[src/tcon_pkg.sv]
// ----------------------------------------------------------------------------
// tcon_pkg
// Shared types and constants of the text console character engine.
// ----------------------------------------------------------------------------
`default_nettype none

package tcon_pkg;

    localparam int COLUMNS = 80;
    localparam int ROWS    = 25;
    localparam int CELLS   = COLUMNS * ROWS;

    localparam int COL_W  = 7;
    localparam int ROW_W  = 5;
    localparam int IDX_W  = $clog2(CELLS);
    localparam int CELL_W = 16;
    localparam int CLR_W  = 4;

    localparam logic [7:0] CH_CR    = 8'd13;
    localparam logic [7:0] CH_LF    = 8'd10;
    localparam logic [7:0] CH_BS    = 8'd8;
    localparam logic [7:0] CH_BLANK = 8'd32;

    localparam logic REG_FG = 1'b0;
    localparam logic REG_BG = 1'b1;

    typedef enum logic [1:0] {
        OP_PUT   = 2'd0,
        OP_MOVE  = 2'd1,
        OP_CLEAR = 2'd2,
        OP_READ  = 2'd3
    } op_t;

    typedef enum logic [2:0] {
        CUR_HOLD = 3'd0,
        CUR_MOVE = 3'd1,
        CUR_HOME = 3'd2,
        CUR_CR   = 3'd3,
        CUR_BS   = 3'd4,
        CUR_ADV  = 3'd5,
        CUR_NL   = 3'd6
    } cur_op_t;

    typedef struct packed {
        logic [1:0] op;
        logic [7:0] ch;
        logic [7:0] col;
        logic [7:0] row;
    } item_t;

    typedef struct packed {
        logic [COL_W-1:0]  cursor_col;
        logic [ROW_W-1:0]  cursor_row;
        logic [IDX_W-1:0]  cursor_index;
        logic [CELL_W-1:0] cell_data;
    } result_t;

    typedef struct packed {
        logic    load;
        cur_op_t cur_op;
        logic    write_char;
        logic    read_issue;
        logic    sweep_clear;
        logic    copy_step;
        logic    blank_step;
        logic    out_load;
    } cmd_t;

    typedef struct packed {
        logic [1:0] op;
        logic       is_cr;
        logic       is_lf;
        logic       is_bs;
        logic       last_col;
        logic       last_row;
        logic       copy_last;
        logic       sweep_last;
    } stat_t;

endpackage

`default_nettype wire

[src/tcon_ctrl.sv]
// ----------------------------------------------------------------------------
// tcon_ctrl
// Controller: sequences decode, scroll, clear and result hand-off.
// ----------------------------------------------------------------------------
`default_nettype none

module tcon_ctrl (
    input  wire logic            aclk,
    input  wire logic            aresetn,
    input  wire logic            s_valid,
    output logic                 s_ready,
    output logic                 m_valid,
    input  wire logic            m_ready,
    input  wire tcon_pkg::stat_t stat,
    output tcon_pkg::cmd_t       cmd
);

    typedef enum logic [6:0] {
        S_IDLE   = 7'b0000001,
        S_DECODE = 7'b0000010,
        S_SCROLL = 7'b0000100,
        S_FLUSH  = 7'b0001000,
        S_BLANK  = 7'b0010000,
        S_CLEAR  = 7'b0100000,
        S_DONE   = 7'b1000000
    } state_t;

    state_t state_reg, state_next;
    logic   m_valid_reg, m_valid_next;
    logic   out_free;
    logic   wrap;

    assign out_free = !m_valid_reg || m_ready;
    assign wrap     = stat.is_lf || (!stat.is_cr && !stat.is_bs && stat.last_col);

    always_comb begin
        state_next = state_reg;
        cmd        = '0;
        cmd.cur_op = tcon_pkg::CUR_HOLD;
        s_ready    = 1'b0;
        case (state_reg)
            S_IDLE: begin
                s_ready = 1'b1;
                if (s_valid) begin
                    cmd.load   = 1'b1;
                    state_next = S_DECODE;
                end
            end
            S_DECODE: begin
                state_next = S_DONE;
                case (stat.op)
                    tcon_pkg::OP_PUT: begin
                        if (stat.is_cr) begin
                            cmd.cur_op = tcon_pkg::CUR_CR;
                        end else if (stat.is_bs) begin
                            cmd.cur_op = tcon_pkg::CUR_BS;
                        end else begin
                            cmd.write_char = !stat.is_lf;
                            if (!wrap) begin
                                cmd.cur_op = tcon_pkg::CUR_ADV;
                            end else if (!stat.last_row) begin
                                cmd.cur_op = tcon_pkg::CUR_NL;
                            end else begin
                                cmd.cur_op      = tcon_pkg::CUR_CR;
                                cmd.sweep_clear = 1'b1;
                                state_next      = S_SCROLL;
                            end
                        end
                    end
                    tcon_pkg::OP_MOVE: begin
                        cmd.cur_op = tcon_pkg::CUR_MOVE;
                    end
                    tcon_pkg::OP_CLEAR: begin
                        cmd.cur_op      = tcon_pkg::CUR_HOME;
                        cmd.sweep_clear = 1'b1;
                        state_next      = S_CLEAR;
                    end
                    default: begin
                        cmd.read_issue = 1'b1;
                    end
                endcase
            end
            S_SCROLL: begin
                cmd.copy_step = 1'b1;
                if (stat.copy_last) begin
                    state_next = S_FLUSH;
                end
            end
            S_FLUSH: begin
                state_next = S_BLANK;
            end
            S_BLANK, S_CLEAR: begin
                cmd.blank_step = 1'b1;
                if (stat.sweep_last) begin
                    state_next = S_DONE;
                end
            end
            S_DONE: begin
                if (out_free) begin
                    cmd.out_load = 1'b1;
                    s_ready      = 1'b1;
                    if (s_valid) begin
                        cmd.load   = 1'b1;
                        state_next = S_DECODE;
                    end else begin
                        state_next = S_IDLE;
                    end
                end
            end
            default: begin
                state_next = S_IDLE;
            end
        endcase
    end

    always_comb begin
        m_valid_next = m_valid_reg;
        if (cmd.out_load) begin
            m_valid_next = 1'b1;
        end else if (m_ready) begin
            m_valid_next = 1'b0;
        end
    end

    always_ff @(posedge aclk) begin
        if (!aresetn) begin
            state_reg   <= S_IDLE;
            m_valid_reg <= 1'b0;
        end else begin
            state_reg   <= state_next;
            m_valid_reg <= m_valid_next;
        end
    end

    assign m_valid = m_valid_reg;

endmodule

`default_nettype wire

[config.mk]
export PLATFORM = sky130hd
export DESIGN_NAME = tcon_ctrl
export DESIGN_NICKNAME = d
export VERILOG_FILES = /design/src/tcon_pkg.sv /design/src/tcon_ctrl.sv
export SDC_FILE = /design/constraint.sdc
export NUM_CORES = 1
export LEC_CHECK = 0
export ABC_CLOCK_PERIOD_IN_PS = 2350
export BUFFER_PORTS_ARGS = -buffer_cell sky130_fd_sc_hd__buf_2
export CAP_MARGIN = 20
export CORE_UTILIZATION = 35
export DETAILED_ROUTE_END_ITERATION = 8
export PLACE_DENSITY = 0.61
export SYNTH_ARGS = -nofsm -noshare
export SYNTH_HDL_FRONTEND = slang
export SYNTH_SLANG_ARGS = --single-unit
[constraint.sdc]
create_clock -name aclk -period 2.35 [get_ports aclk]
set_input_delay 0.47 -clock aclk [delete_from_list [all_inputs] [get_ports aclk]]
set_output_delay 0.47 -clock aclk [all_outputs]
set_load 0.05 [all_outputs]
==> results.toml, run 1 <==
[worst_setup_path]
start_kind = "flip-flop"
worstPathMaxFanout = 4
critPathKind = "flip-flop to output pin"
r2r_slack_ps = 200
cp_data_required_time_ps = 1880
crit_arrival_ps = 1800
cp-end-kind = "output pin"

[synthesis]
synth_area_um2 = 736
async_flop_share = 0
yosysSeqAreaShare = 0.218
synth-edff-count = 0
syn-instance-count = 100
syn-num-nets = 113
yosys_warnings = 0
ys_seq_elements = 8
yosys_most_used_dff = "dfxtp_1"
synthDistinctLibCells = 43
avgSynthCellArea_um2 = 7.36

[die]
core-area_um2 = 1960
die-area_um2 = 2290
io_pins = 25
fp.dieH_um = 47.8
die_w_um = 47.8
num_rows = 16
floorplan.initialDensity = 0.375

[timing]
fin_crit_sh = 0.965
skew_ps = 0.596
relSlewSlack = 0.751
setup_viol = 0
fmax_mhz = 441
tightest_slew_ps = 371
slew_violations = 0
worst_slack_ps = 83.4
hold_ws_ps = 475
layout_min_cycle_time_ps = 2270
hold_viol = 0

[clock_network]
clockBufferDepth = 2
clkLatencyLatePin_ps = 250
cts_root_buf = "clkbuf_4"
cts_tree = "yes"
cts_made_buffers = 3
cts_sinks = 8
path_clk_slew_ps = 60
h-tree-depth = 1
cts_setup_buffers = 0
post_cts_hold_buffer_count = 0

[final_layout]
final_layout_size_suffix_gt1_frac = 0.333
largest_reg_flops = 7
register_area_um2 = 160
layout.nets = 141
fill_cells = 195
fin_cells = 153
multiInputGateArea_um2 = 574
utilization = 0.500
antennaDiodeCount = 0
syn2layout_area_growth_pct = 33.3

[worst_hold_path]
hold_class = "primary input to flip-flop"

[route]
vias = 873
drt_first_pass_iters = 4
drc = 0
wl_per_cell_um = 12.8
ant_nets = 0
wirelength_um = 1960
via_per_inst = 5.71
drt-initial-drc-count = 37

[flow_run]
maxCapViolCount = 0

[power]
power_mw = 0.403
p_leak_nw = 0.432
powerDensity_nw_per_um2 = 411
ir_worst_vdd_v = 0.000210

[global_route]
grt_overflow_total = 0
grt_pass1_wl_um = 2950
grt_max_degree = 16
grt_antenna_before_repair = 0
grt_pass1_vias = 703
grt_use_total = 0.180

[placement]
dp_slack_ps = 217
gp_congestion = 0.861
dp.cells = 150
hpwl_um = 1490
port_buffers = 24

[outcome]
status = "finished clean"
==> per-layer routing <==
layer	vias up	global-route usage	routed length, um
met5	-	0	0
met4	0	0.0556	8
met3	2	0.0340	193
met2	51	0.281	880
met1	393	0.249	876
li1	427	-	-
==> power by group <==
| part | switching, mW | total (mW) | internal (mW) |
|---|---|---|---|
| sequential | 0.00898 | 0.149 | 0.140 |
| clock | 0.0480 | 0.107 | 0.0585 |
| combinational | 0.0857 | 0.147 | 0.0616 |
| total | 0.143 | 0.403 | 0.261 |
==> layout by cell type (no fill, tap or decap), types with 4 or more instances in the layout <==
cell type / count
nand2b_1: 6
nand3_1: 4
buf_2: 20
inv_1: 4
dfxtp_1: 8
o21ai_0: 4
nor3_1: 4
nor2_1: 10
buf_4: 7
clkbuf_4: 6
nand2_1: 5
==> Yosys cell counts (2+ instances only) <==
master	count	area (um2)
a211oi_1	2	15.0
a21oi_1	2	10.0
and2_1	2	12.5
and3_1	2	12.5
buf_2	2	10.0
clkbuf_1	3	11.3
dfxtp_1	8	160
inv_1	4	15.0
nand2_1	5	18.8
nand2b_1	6	37.5
nand3_1	4	20.0
nor2_1	10	37.5
nor2b_1	2	12.5
nor3_1	5	25.0
nor4_1	4	25.0
o211ai_1	2	15.0
o21ai_0	4	20.0
o21bai_1	2	15.0
o311a_1	2	20.0
or2_2	2	12.5
or3_1	4	25.0
xor2_1	2	17.5
==> worst max-delay path: stages (launching register included) <==
cell,delay [ps]
dfxtp_1,320
or3_1,430
nor4_4,300
nand2_1,120
nor3_2,120
clkbuf_4,250
==> stage by stage <==
step           TNS [ps]  instance area [um2]
3_5_place_dp          0                  923
6_report              0                  981
4_1_cts               0                  960
3_3_place_gp          0                  923
5_1_grt           -11.6                  981
2_1_floorplan      -299                  764
==> final timing paths <==
check	from	endpoint	depth (start not counted)
worst max-delay path	state_reg[4]$_SDFFE_PN0P_	cmd[5]	5
worst max register to register	state_reg[2]$_SDFFE_PN0P_	state_reg[6]$_SDFFE_PN0P_	4
worst min register to register	m_valid$_SDFFE_PN0P_	m_valid$_SDFFE_PN0P_	2
worst min-delay path	stat[1]	state_reg[3]$_SDFFE_PN0P_	3
==> logic make-up after synthesis <==
logic type      count (synthesis)  synth area share
compound gates                 22             0.228
xor+xnor                        3            0.0357
buf+inv                        11            0.0748
flops                           8             0.218
mux                             1            0.0153
simple gates                   55             0.429
==> layout make-up <==
| type | count | share of cell area |
|---|---|---|
| multi-input cells | 81 | 0.585 |
| repair buffers | 30 | 0.179 |
| flip-flops and latches | 8 | 0.163 |
| well taps | 27 | 0.0344 |
| clock buffers | 3 | 0.0230 |
| inverters | 4 | 0.0153 |
==> what timing repair did <==
item / 4_1_cts / 5_1_grt
pin swaps: 0 / 1
hold endpoints to repair: 0 / 0
resized for setup: 3 / 5
endpoints found under the setup margin: 3 / 5
Power figures use the tool's default switching activity.
==> run 2: changes to the inputs <==
ABC_AREA = 1   (was not set)
==> results.toml, run 2 <==
[synthesis]
async_flop_share = 0
yosys_most_used_dff = "dfxtp_1"
synth_area_um2 = 741
synth_commonest_cells = "inv_1, nand2_1, nor2_1"
ys_top_cells_by_area = "dfxtp_1, inv_1, nand2_1"
synthDistinctLibCells = 21
ys_seq_elements = 8
synth.top_cell.area_share = 0.216
avgSynthCellArea_um2 = 6.07
synth_top_cell_by_area = "dfxtp_1"
synth-edff-count = 0
synth.most_common_cell = "inv_1"
yosys_warnings = 0
syn-num-nets = 135
syn-instance-count = 122
yosysSeqAreaShare = 0.216

[final_layout]
final_common_cell = "inv_1"
layout.nets = 163
fill_cells = 217
mostFrequentLayoutCells = "inv_1, nand2_1, buf_2, nor2_1, dfxtp_1"
antennaDiodeCount = 0
largest_reg_flops = 7
register_area_um2 = 160
utilization = 0.461
multiInputGateArea_um2 = 465
fin_cells = 175
syn2layout_area_growth_pct = 23.5
final_layout_size_suffix_gt1_frac = 0.372

[clock_network]
cts_setup_buffers = 0
cts_sinks = 8
cts_tree = "yes"
clockBufferDepth = 2
path_clk_slew_ps = 50
cts_made_buffers = 3
h-tree-depth = 1
post_cts_resized = 0
post_cts_hold_buffer_count = 0
cts_root_buf = "clkbuf_4"
clkLatencyLatePin_ps = 260

[worst_setup_path]
critPathKind = "flip-flop to output pin"
worstPathMaxFanout = 6
crit_chain = "inv_1 -> nand2_4 -> nor2_4 -> nand2_4 -> nor2_4 -> inv_1 -> a31oi_1 -> buf_2"
cp_data_required_time_ps = 1880
critPathBufInv = 3
path_delay_family = "simple AND/OR/NAND/NOR gates"
cp-end-kind = "output pin"
crit_arrival_ps = 1630
start_kind = "flip-flop"
crit_path_max_incr_delay_ps = 320
crit_slowest_cell = "dfxtp_1"

[power]
p_comb_frac = 0.657
power_mw = 0.888
powerDensity_nw_per_um2 = 971
ir_worst_vdd_v = 0.000442
p_sw_mw = 0.490
p_leak_nw = 0.544
switching_share = 0.552
seqPwrFrac = 0.220
power_frac_clock = 0.123
intPower_mw = 0.398

[die]
die_w_um = 48.0
num_rows = 16
io_pins = 25
die-area_um2 = 2300
core-area_um2 = 1980
floorplan.initialDensity = 0.374
fp.dieH_um = 48.0

[route]
wl_per_cell_um = 8.80
wirelength_um = 1540
vias = 771
drt-initial-drc-count = 5
drt_first_pass_iters = 4
drc = 0
via_per_inst = 4.41
ant_nets = 0

[timing]
skew_ps = 5.19
fin_tns_setup_ps = 0
rsz0062_at_grt = "no"
relSlewSlack = 0.835
fmax_mhz = 476
tightest_slew_ps = 250
setup_viol = 0
slew_violations = 0
hold_viol = 0
fin_crit_sh = 0.893
layout_min_cycle_time_ps = 2100

[global_route]
grt_overflow_total = 0
grt_pass1_vias = 620
grt_use_total = 0.154
grt_antenna_before_repair = 0
grt_max_degree = 9
grt_pass1_wl_um = 2420

[placement]
gp_congestion = 0.791
port_buffers = 24
dp.cells = 172
hpwl_um = 1300

[flow_run]
maxCapViolCount = 0

[outcome]
status = "finished clean"

[worst_hold_path]
hold_class = "primary input to flip-flop"
## run 2: changes by cell type after synthesis, sizes merged, moves of 3 or more
cell	before	now
clkbuf	3	0
inv	4	30
nor4	4	0
nand3	4	9
or3	4	0
nor2	10	27
nand2b	6	0
nand2	5	34
buf	4	1
a21oi	2	6
nor3	5	1
## run 2: through the flow
step                      hold slack, ps  instance area (um2)  setup slack [ps]
after floorplan                      498                  746               227
after global placement               514                  892               502
after detailed placement             518                  892               450
after CTS                            482                  915               240
after global routing                 494                  915               140
final                                486                  915               251
## run 2: worst paths after layout
| path | from | end | slack, ps | cells after the start |
|---|---|---|---|---|
| worst max-delay path | state_reg[4]$_SDFFE_PN0P_ | cmd[7] | 250 | 8 |
| worst min-delay path | aresetn | state_reg[5]$_SDFFE_PN0P_ | 490 | 3 |
| worst max register to register | state_reg[6]$_SDFFE_PN0P_ | state_reg[4]$_SDFFE_PN0P_ | 1080 | 9 |
| worst min register to register | state_reg[5]$_SDFFE_PN0P_ | state_reg[5]$_SDFFE_PN0P_ | 520 | 2 |
## run 2: layout make-up
cell class | instances | area share
multi-input cells | 83 | 0.509
inverters | 30 | 0.123
repair buffers | 24 | 0.131
well taps | 27 | 0.0369
flip-flops and latches | 8 | 0.175
clock buffers | 3 | 0.0246
## run 2: power by group through the flow
stage / sequential [mW] / clock [mW] / combinational (mW)
after floorplan: 0.196 / 0 / 0.488
after global routing: 0.201 / 0.120 / 0.646
after global placement: 0.198 / 0 / 0.577
final: 0.195 / 0.110 / 0.583
after CTS: 0.196 / 0.116 / 0.585
after detailed placement: 0.199 / 0 / 0.584
## run 2: metal layers
metal | track usage | vias up | share of wire | routed length [um]
met1 | 0.170 | 324 | 0.47 | 718
met5 | 0 | - | 0 | 0
met3 | 0.0189 | 4 | 0.042 | 64
met2 | 0.276 | 25 | 0.47 | 726
li1 | - | 418 | - | -
met4 | 0.100 | 0 | 0.020 | 31
## run 2: logic make-up (layout without fill, tap and decap cells)
family	after synthesis	count (layout)	synth area share
AND/OR/NAND/NOR	73	73	0.527
buffers and inverters	31	57	0.162
AO/OA/AOI/OAI	10	10	0.0946
flip-flops	8	8	0.216
## run 2: worst register-to-register path: stages, from the launching register on
cell     delay (ps)
dfxtp_1         370
inv_1            80
o21ai_0          70
nor2_1           80
nand3_1         120
nand2_2          80
nor2_4          190
nand2_1          70
nand2_1          70
nor2_2           30
